**src/hdl/ascii85_stream_encoder_assert.svh**
```systemverilog
// ----------------------------------------------------------------------------
// ascii85 stream encoder assertion macros
// Shared property wrappers, clocked on clk and disabled during rst.
// ----------------------------------------------------------------------------
`ifndef ASCII85_STREAM_ENCODER_ASSERT_SVH
`define ASCII85_STREAM_ENCODER_ASSERT_SVH

// same-cycle implication
`define A85_ASSERT_IMPL(label, ante, cons, msg) \
  label: assert property (@(posedge clk) disable iff (rst) (ante) |-> (cons)) \
    else $error(msg);

// next-cycle implication
`define A85_ASSERT_NEXT(label, ante, cons, msg) \
  label: assert property (@(posedge clk) disable iff (rst) (ante) |=> (cons)) \
    else $error(msg);

`endif

```
**src/hdl/a85enc_pkg.sv**
```systemverilog
// ----------------------------------------------------------------------------
// a85enc_pkg
// Types and constants shared by the ascii85 stream encoder modules.
// ----------------------------------------------------------------------------
package a85enc_pkg;

  // default depth of the job queue between front and back
  localparam int QUEUE_DEPTH = 2;

  // line length register reset value
  localparam logic [5:0] GPL_RESET = 6'd20;

  // characters
  localparam logic [7:0] CH_BANG  = 8'h21;
  localparam logic [7:0] CH_Z     = 8'h7A;
  localparam logic [7:0] CH_NL    = 8'h0A;
  localparam logic [7:0] CH_TILDE = 8'h7E;
  localparam logic [7:0] CH_GT    = 8'h3E;

  // base-85 digit extraction: q = (v * DIV85_MAGIC) >> DIV85_SHIFT, exact for 32-bit v
  localparam logic [6:0]  A85_BASE    = 7'd85;
  localparam logic [31:0] DIV85_MAGIC = 32'hC0C0C0C1;
  localparam int          DIV85_SHIFT = 38;
  localparam int          NUM_DIGITS  = 5;

  // emission slots: digits 0..4 (most significant first), then the specials
  localparam int SLOT_Z     = 5;
  localparam int SLOT_NL    = 6;
  localparam int SLOT_TILDE = 7;
  localparam int SLOT_GT    = 8;
  localparam int NUM_SLOTS  = 9;

  // one unit of work for the back end
  typedef struct packed {
    logic [31:0]          word;  // group value, zero padded for a partial group
    logic [NUM_SLOTS-1:0] mask;  // characters to emit, one bit per slot
  } job_t;

  // job queue status seen by both ends
  typedef struct packed {
    logic full;
    logic empty;
  } qstat_t;

endpackage

```
**src/hdl/a85enc_front.sv**
```systemverilog
// ----------------------------------------------------------------------------
// a85enc_front
// Accepts input bytes, builds 32-bit groups and classifies each finished
// group or stream end into a job for the back end.
// ----------------------------------------------------------------------------
`include "ascii85_stream_encoder_assert.svh"

module a85enc_front (
  input  logic                clk,
  input  logic                rst,
  input  logic                in_valid,
  output logic                in_ready,
  input  logic [7:0]          data_byte,
  input  logic                last_byte,
  input  logic                cfg_wr_en,
  input  logic [5:0]          cfg_wr_data,
  input  a85enc_pkg::qstat_t  qstat,
  output logic                push,
  output a85enc_pkg::job_t    push_job
);

  logic [5:0]  groups_per_line;
  logic [23:0] held;
  logic [23:0] held_next;
  logic [1:0]  pos;
  logic [1:0]  pos_next;
  logic [5:0]  cnt;
  logic [5:0]  cnt_next;

  logic        accept;
  logic        full_group;
  logic [31:0] joined;
  logic [31:0] padded;
  logic [5:0]  limit;
  logic [5:0]  cnt_inc;
  logic        line_end;

  assign in_ready = !qstat.full;
  assign accept   = in_valid && in_ready;

  // group assembly
  assign joined     = {held, data_byte};
  assign full_group = (pos == 2'd3);

  always_comb begin
    case (pos)
      2'd0:    padded = {data_byte, 24'd0};
      2'd1:    padded = {held[7:0], data_byte, 16'd0};
      2'd2:    padded = {held[15:0], data_byte, 8'd0};
      default: padded = joined;
    endcase
  end

  // line length, zero acts like one
  assign limit    = (groups_per_line == 6'd0) ? 6'd1 : groups_per_line;
  assign cnt_inc  = cnt + 6'd1;
  assign line_end = (cnt_inc >= limit);

  // job classification
  always_comb begin
    push_job      = '0;
    push_job.word = full_group ? joined : padded;
    if (full_group) begin
      if (joined == 32'd0) begin
        push_job.mask[a85enc_pkg::SLOT_Z] = 1'b1;
      end else begin
        push_job.mask[4:0] = 5'b11111;
      end
      push_job.mask[a85enc_pkg::SLOT_NL] = line_end;
    end else begin
      case (pos)
        2'd0:    push_job.mask[4:0] = 5'b00011;
        2'd1:    push_job.mask[4:0] = 5'b00111;
        default: push_job.mask[4:0] = 5'b01111;
      endcase
    end
    push_job.mask[a85enc_pkg::SLOT_TILDE] = last_byte;
    push_job.mask[a85enc_pkg::SLOT_GT]    = last_byte;
  end

  assign push = accept && (full_group || last_byte);

  // state update
  always_comb begin
    held_next = held;
    pos_next  = pos;
    cnt_next  = cnt;
    if (accept) begin
      if (full_group) begin
        held_next = '0;
        pos_next  = '0;
        cnt_next  = line_end ? 6'd0 : cnt_inc;
      end else begin
        held_next = joined[23:0];
        pos_next  = pos + 2'd1;
      end
      if (last_byte) begin
        held_next = '0;
        pos_next  = '0;
        cnt_next  = '0;
      end
    end
  end

  always_ff @(posedge clk) begin
    if (rst) begin
      groups_per_line <= a85enc_pkg::GPL_RESET;
      held            <= '0;
      pos             <= '0;
      cnt             <= '0;
    end else begin
      if (cfg_wr_en) begin
        groups_per_line <= cfg_wr_data;
      end
      held <= held_next;
      pos  <= pos_next;
      cnt  <= cnt_next;
    end
  end

  // stream end leaves an empty group
  `A85_ASSERT_NEXT(a_end_clears_group, accept && last_byte, pos == 2'd0 && cnt == 6'd0, "group state not cleared after last byte")

endmodule

```
**src/hdl/a85enc_queue.sv**
```systemverilog
// ----------------------------------------------------------------------------
// a85enc_queue
// Short job queue that decouples the front end from the back end.
// ----------------------------------------------------------------------------
`include "ascii85_stream_encoder_assert.svh"

module a85enc_queue #(
  parameter int QUEUE_DEPTH = a85enc_pkg::QUEUE_DEPTH
) (
  input  logic               clk,
  input  logic               rst,
  input  logic               push,
  input  a85enc_pkg::job_t   push_job,
  input  logic               pop,
  output a85enc_pkg::job_t   pop_job,
  output a85enc_pkg::qstat_t qstat
);

  localparam int PTR_W = (QUEUE_DEPTH > 1) ? $clog2(QUEUE_DEPTH) : 1;
  localparam int CNT_W = $clog2(QUEUE_DEPTH + 1);

  a85enc_pkg::job_t entries [QUEUE_DEPTH];
  logic [PTR_W-1:0] wr_ptr;
  logic [PTR_W-1:0] rd_ptr;
  logic [CNT_W-1:0] count;

  assign qstat.full  = (count == CNT_W'(QUEUE_DEPTH));
  assign qstat.empty = (count == '0);
  assign pop_job     = entries[rd_ptr];

  // storage
  always_ff @(posedge clk) begin
    if (push) begin
      entries[wr_ptr] <= push_job;
    end
  end

  // pointers and fill level
  always_ff @(posedge clk) begin
    if (rst) begin
      wr_ptr <= '0;
      rd_ptr <= '0;
      count  <= '0;
    end else begin
      if (push) begin
        wr_ptr <= (wr_ptr == PTR_W'(QUEUE_DEPTH - 1)) ? '0 : wr_ptr + 1'b1;
      end
      if (pop) begin
        rd_ptr <= (rd_ptr == PTR_W'(QUEUE_DEPTH - 1)) ? '0 : rd_ptr + 1'b1;
      end
      case ({push, pop})
        2'b10:   count <= count + 1'b1;
        2'b01:   count <= count - 1'b1;
        default: count <= count;
      endcase
    end
  end

  `A85_ASSERT_IMPL(a_no_push_full, push, !qstat.full, "job pushed into full queue")
  `A85_ASSERT_IMPL(a_no_pop_empty, pop, !qstat.empty, "job popped from empty queue")

endmodule

```
**src/hdl/a85enc_back.sv**
```systemverilog
// ----------------------------------------------------------------------------
// a85enc_back
// Converts queued groups to base-85 digits and emits the characters of each
// job, one per cycle while out_ready allows, through a registered output stage.
// ----------------------------------------------------------------------------
`include "ascii85_stream_encoder_assert.svh"

module a85enc_back (
  input  logic               clk,
  input  logic               rst,
  input  a85enc_pkg::qstat_t qstat,
  input  a85enc_pkg::job_t   pop_job,
  output logic               pop,
  output logic               out_valid,
  input  logic               out_ready,
  output logic [7:0]         out_char,
  output logic               out_last
);

  localparam int NS = a85enc_pkg::NUM_SLOTS;
  localparam int ND = a85enc_pkg::NUM_DIGITS;

  // converter
  logic          cv_busy;
  logic          cv_done;
  logic [2:0]    cv_step;
  logic [63:0]   cv_prod;
  logic [31:0]   cv_rem;
  logic [6:0]    cv_dig [ND];
  logic [NS-1:0] cv_mask;
  logic [25:0]   cv_q;
  logic [31:0]   mul_a;
  logic [6:0]    dig_new;
  logic          conv_last;

  // emitter
  logic [NS-1:0] em_mask;
  logic [NS-1:0] em_mask_after;
  logic [NS-1:0] em_sel;
  logic [6:0]    em_dig [ND];
  logic          fire;
  logic          handoff;
  logic [7:0]    char_sel;

  // divide by 85 through the reciprocal product
  assign cv_q      = cv_prod[63:a85enc_pkg::DIV85_SHIFT];
  assign dig_new   = cv_rem[6:0] - 7'(cv_q[6:0] * a85enc_pkg::A85_BASE);
  assign mul_a     = cv_busy ? 32'(cv_q) : pop_job.word;
  assign conv_last = (cv_step == 3'(ND - 1));

  // emitter slot pick, lowest pending slot first
  assign em_sel        = em_mask & (~em_mask + 1'b1);
  assign fire          = (em_mask != '0) && (!out_valid || out_ready);
  assign em_mask_after = fire ? (em_mask & ~em_sel) : em_mask;
  assign handoff       = cv_done && (em_mask_after == '0);
  assign pop           = !qstat.empty && !cv_busy && (!cv_done || handoff);

  always_comb begin
    char_sel = '0;
    for (int i = 0; i < ND; i++) begin
      if (em_sel[i]) begin
        char_sel = {1'b0, em_dig[i]} + a85enc_pkg::CH_BANG;
      end
    end
    if (em_sel[a85enc_pkg::SLOT_Z]) begin
      char_sel = a85enc_pkg::CH_Z;
    end
    if (em_sel[a85enc_pkg::SLOT_NL]) begin
      char_sel = a85enc_pkg::CH_NL;
    end
    if (em_sel[a85enc_pkg::SLOT_TILDE]) begin
      char_sel = a85enc_pkg::CH_TILDE;
    end
    if (em_sel[a85enc_pkg::SLOT_GT]) begin
      char_sel = a85enc_pkg::CH_GT;
    end
  end

  // control state
  always_ff @(posedge clk) begin
    if (rst) begin
      cv_busy   <= 1'b0;
      cv_done   <= 1'b0;
      cv_step   <= '0;
      em_mask   <= '0;
      out_valid <= 1'b0;
    end else begin
      if (pop) begin
        cv_step <= '0;
        cv_busy <= |pop_job.mask[ND-1:0];
        cv_done <= ~|pop_job.mask[ND-1:0];
      end else if (cv_busy) begin
        cv_step <= cv_step + 3'd1;
        if (conv_last) begin
          cv_busy <= 1'b0;
          cv_done <= 1'b1;
        end
      end else if (handoff) begin
        cv_done <= 1'b0;
      end

      if (handoff) begin
        em_mask <= cv_mask;
      end else begin
        em_mask <= em_mask_after;
      end

      if (fire) begin
        out_valid <= 1'b1;
      end else if (out_ready) begin
        out_valid <= 1'b0;
      end
    end
  end

  // datapath, digits shift in least significant first
  always_ff @(posedge clk) begin
    if (pop || cv_busy) begin
      cv_prod <= 64'(mul_a) * 64'(a85enc_pkg::DIV85_MAGIC);
      cv_rem  <= pop ? pop_job.word : 32'(cv_q);
    end
    if (pop) begin
      cv_mask <= pop_job.mask;
    end
    if (cv_busy) begin
      cv_dig[0] <= dig_new;
      for (int i = 1; i < ND; i++) begin
        cv_dig[i] <= cv_dig[i-1];
      end
    end
    if (handoff) begin
      em_dig <= cv_dig;
    end
    if (fire) begin
      out_char <= char_sel;
      out_last <= em_sel[a85enc_pkg::SLOT_GT];
    end
  end

  `A85_ASSERT_IMPL(a_conv_exclusive, cv_busy, !cv_done, "converter busy and done together")
  `A85_ASSERT_NEXT(a_conv_finish, cv_busy && conv_last, cv_done && !cv_busy, "conversion did not finish")
  `A85_ASSERT_IMPL(a_last_is_gt, out_valid && out_last, out_char == a85enc_pkg::CH_GT, "last flag on a character other than the end marker")

endmodule

```
**src/hdl/ascii85_stream_encoder.sv**
```systemverilog
// ----------------------------------------------------------------------------
// ascii85_stream_encoder
// Byte stream to ASCII85 text encoder with a configurable line length.
// ----------------------------------------------------------------------------
// Usage:
//   s_axis carries one raw byte per beat, tlast on the final byte of a stream.
//   m_axis carries one text character per beat, tlast on the closing '>'.
//   cfg_wr_en/cfg_wr_data write groups_per_line (reset 20) while idle.
// Path: a digit group goes from its fourth accepted byte to m_axis through
//   the queue write, a load step, five digit steps through the reciprocal
//   multiplier, the handoff and the output register; a 'z' group skips the
//   digit steps.
// Throughput: the digit unit converts the next group while the output stage
//   sends the characters of the last, one per cycle while m_axis_tready is
//   high; a digit group has up to 8 characters (with newline and end), and
//   a 'z' group is bound by its 4 input beats.
// Reset clears the group, line count, queue and output stage; no clearing pass.
// A stalled receiver holds the output beat; the job queue then fills and
//   s_axis_tready drops until characters drain again.
// ----------------------------------------------------------------------------

module ascii85_stream_encoder #(
  parameter int QUEUE_DEPTH = a85enc_pkg::QUEUE_DEPTH
) (
  input  logic       clk,
  input  logic       rst,
  input  logic       s_axis_tvalid,
  output logic       s_axis_tready,
  input  logic [7:0] s_axis_tdata,   // [7:0] data_byte
  input  logic       s_axis_tlast,   // last_byte
  output logic       m_axis_tvalid,
  input  logic       m_axis_tready,
  output logic [7:0] m_axis_tdata,   // [7:0] out_char
  output logic       m_axis_tlast,   // out_last
  input  logic       cfg_wr_en,
  input  logic [5:0] cfg_wr_data
);

  a85enc_pkg::qstat_t qstat;
  a85enc_pkg::job_t   push_job;
  a85enc_pkg::job_t   pop_job;
  logic               push;
  logic               pop;

  // front: grouping and classification
  a85enc_front u_front (
    .clk         (clk),
    .rst         (rst),
    .in_valid    (s_axis_tvalid),
    .in_ready    (s_axis_tready),
    .data_byte   (s_axis_tdata),
    .last_byte   (s_axis_tlast),
    .cfg_wr_en   (cfg_wr_en),
    .cfg_wr_data (cfg_wr_data),
    .qstat       (qstat),
    .push        (push),
    .push_job    (push_job)
  );

  // job queue
  a85enc_queue #(
    .QUEUE_DEPTH (QUEUE_DEPTH)
  ) u_queue (
    .clk      (clk),
    .rst      (rst),
    .push     (push),
    .push_job (push_job),
    .pop      (pop),
    .pop_job  (pop_job),
    .qstat    (qstat)
  );

  // back: digit conversion and character output
  a85enc_back u_back (
    .clk       (clk),
    .rst       (rst),
    .qstat     (qstat),
    .pop_job   (pop_job),
    .pop       (pop),
    .out_valid (m_axis_tvalid),
    .out_ready (m_axis_tready),
    .out_char  (m_axis_tdata),
    .out_last  (m_axis_tlast)
  );

endmodule

```
**config.mk**
```make
export PLATFORM = sky130hd
export DESIGN_NAME = ascii85_stream_encoder
export DESIGN_NICKNAME = d
export VERILOG_FILES = /design/src/hdl/a85enc_pkg.sv /design/src/hdl/a85enc_front.sv /design/src/hdl/a85enc_queue.sv /design/src/hdl/a85enc_back.sv /design/src/hdl/ascii85_stream_encoder.sv
export VERILOG_INCLUDE_DIRS = /design/src /design/src/hdl
export SDC_FILE = /design/constraint.sdc
export NUM_CORES = 1
export LEC_CHECK = 0
export BUFFER_PORTS_ARGS = -buffer_cell sky130_fd_sc_hd__clkbuf_2
export CELL_PAD_IN_SITES_DETAIL_PLACEMENT = 0
export CELL_PAD_IN_SITES_GLOBAL_PLACEMENT = 1
export CORE_MARGIN = 3
export CORE_UTILIZATION = 40
export CTS_CLUSTER_DIAMETER = 150
export CTS_CLUSTER_SIZE = 16
export DETAILED_ROUTE_END_ITERATION = 16
export HOLD_SLACK_MARGIN = 0.08
export PLACE_DENSITY_LB_ADDON = 0.1
export SETUP_SLACK_MARGIN = 0.1
export SYNTH_ARGS = -nofsm -noshare
export SYNTH_HDL_FRONTEND = slang
export SYNTH_HIERARCHICAL = 1
export SYNTH_SLANG_ARGS = --single-unit
```
**constraint.sdc**
```tcl
create_clock -name clk -period 23.2 [get_ports clk]
set_input_delay 4.64 -clock clk [delete_from_list [all_inputs] [get_ports clk]]
set_output_delay 4.64 -clock clk [all_outputs]
set_load 0.01 [all_outputs]
```
==> metrics.txt <==
largest net degree at the start of global routing=66; diode count=0; htree depth=1; starting density of the core=40.53%; Mean Syn Cell Area=11.19 sq um; Register Area=roughly 0.0073 sq mm; Netlist cell types=74; global route overflow=0; total number of vias=13540; Area growth syn-to-layout=6.899%; Clock Tree Buf Depth=3; initial antenna violation count=0; CTS Root Cell=clkbuf_16; outcome=finished clean; total wire length=between 50000 and 60000 um; met3 Use GR=between 2 and 2.5%; DRT Pass-1 Iters=7; upper clock frequency limit=about 0.12 GHz; CTS Sinks=~260; DP Area=0.02227 sq mm; first-pass GRT wire length=82780 um; max_slew headroom=35.31%; Pins Over Slew Limit=0; cts bufs inserted=20; Worst Path Required=23.45 ns; Max Cap Violations=0; Synth Instances=approximately 1900; Port-buffer cells=30; mapped cell area=0.02138 sq mm; prevailing post-synth register cell=edfxtp_1; CTS clk-pin slew, worst paths=0.07 ns; Final Cycle Share=36.44%; drc violations=0; Seq/Total Area, Yosys=33.94%; Top Ports=31; GR met1 Demand/Resource=28.39%; DIE AREA=between 0.05 and 0.06 sq mm; worst min path class=reg -> reg; R2R setup slack=14.75 ns; ratio of cells with drive above 1 in the final layout=around 7.1%; WP data arrival=8.70 ns; Synth warnings=6; Post-CTS Setup Repair Bufs=0; Fill cells=5079; M2 GR Usage=between 20% and 30%; worst-case clock skew=0.03220 ns; post-route setup TNS=0 ns; crit path kind=reg -> reg; number of enable flip-flop cells after synthesis=203; DRT iter0 DRCs=854; commonest non-fill, non-tap cell in the layout=inv_1; Vias/cell=slightly above 5; CTS resizes=0; total global routing track utilization=19.06%; chip height=237.2 um; #FFs+latches synth=261; Setup-failing EPs final=0; gr busiest metal=met2; CTS tree=built; top post-synthesis cells by area=edfxtp_1, ha_1, fa_1, inv_1, dfxtp_1; Multi-input gate area=0.01256 sq mm; ys async rst share=0%; RSZ-0062 raised after global routing=no; CTS Hold Bufs=0; CP max FO=28; drt wl/cell=19.92 um; Final Wtd Congestion=approximately 0.95; Die X=237.2 um; Rows=84; Worst Setup End Kind=flop; worst skew pair latency=0.53 ns; Final #Nets=2464; synthesized net count=2449; final instance area=0.02286 sq mm; area share of the largest cell type after synthesis=28.51%; HPWL after detailed placement=43540 um; Hold Vio Cnt, Final=0; post-layout min period=8.454 ns; vias in the first global route=roughly 14000; CP Launch Type=flop; most frequent cells in the layout=inv_1, ha_1, edfxtp_1; Worst-Margin Slew=0.9434 ns; post-synth top area cell=edfxtp_1; Core Area=0.05276 sq mm; ANT nets after route=0
[critical path: stages (launching register included)]
cell,delay [ns]
dfxtp_2,0.55
buf_4,0.43
mux2_2,0.39
mux2i_1,0.58
inv_1,0.25
ha_1,0.35
ha_1,0.30
ha_1,0.39
inv_1,0.09
fa_1,0.54
inv_1,0.05
fa_1,0.49
inv_1,0.05
fa_1,0.47
inv_1,0.05
fa_1,0.42
ha_1,0.30
ha_1,0.33
a211oi_1,0.37
o21ai_0,0.16
a221oi_1,0.24
o21ai_0,0.12
o21ai_0,0.09
buf_4,0.21
o22ai_1,0.14
a221oi_1,0.49
o41ai_1,0.13
xor2_1,0.17
[logic make-up (layout without fill, tap and decap cells)]
family	Yosys count	count (layout)	synth area share (%)
AO/OA/AOI/OAI	271	271	8.579
XOR/XNOR	75	75	3.072
adder cells (fa/ha/maj)	519	519	36.36
buffers and inverters	409	438	7.397
flip-flops	261	261	33.94
multiplexers	68	68	3.534
AND/OR/NAND/NOR	308	308	7.116
[cells in the mapped netlist (9+ instances only)]
cell	number
buf_2	13
a21oi_1	71
nand3_1	26
ha_1	347
mux2i_1	14
nor2b_1	11
xnor2_1	46
nor2_1	83
clkbuf_1	23
fa_1	171
o21ai_0	54
mux2_2	52
nand2b_1	21
and2_1	20
nand2_1	83
dfxtp_1	58
o211ai_1	11
and3_1	9
xor2_1	29
a21o_1	17
inv_1	362
edfxtp_1	203
a22oi_1	39
nor4_1	10
[per-layer routing]
metal / wire length, um / vias up
met5: 0 / -
met4: 1276 / 0
met3: 2069 / 54
met2: 23360 / 246
met1: 25650 / 6673
li1: - / 6562
[final timing paths]
kind / from / end / depth (start not counted)
worst max register to register: flop / u_back/cv_prod[60] / 27
worst min register to register: u_back/cv_dig[6] / u_back/em_dig[6] / 0
worst max-delay path: flop / u_back/cv_prod[60] / 27
worst min-delay path: u_back/cv_dig[6] / u_back/em_dig[6] / 0
[flip-flops by register name, summed over array words and instances (netlist names), 3 cells and up, named ones only]
register	cells
u_queue/entries	82
u_back/em_mask	9
u_back/cv_dig	35
u_front/groups_per_line	6
u_front/held	24
u_back/em_dig	35
u_back/cv_mask	9
u_back/cv_step	3
u_back/cv_rem	7
u_front/cnt	6
u_back/out_char	8
u_back/cv_prod	26
[cell type report]
class	instances	share of cell area, %
clock buffer	34	2.420
clock inverter	2	0.1423
inverter	362	5.945
multi-input combinational	1241	54.97
sequential	261	31.77
tap	688	3.766
timing repair buffer	40	0.9853
[through the flow]
stage          setup slack (ns)  cells  util [%]  hold slack, ns
2_1_floorplan             15.05   1911         -          0.4003
3_3_place_gp              14.80   2592     42.21          0.4157
3_5_place_dp              14.73   2592     42.21          0.4079
4_1_cts                   14.68   2628     43.32          0.4244
5_1_grt                   14.13   2628     43.32          0.4335
6_report                  14.75   2628     43.32          0.4214
Power is left out: the tool's default activity adds up to more than one toggle a clock period on the data nets, which glitch-free logic cannot reach.
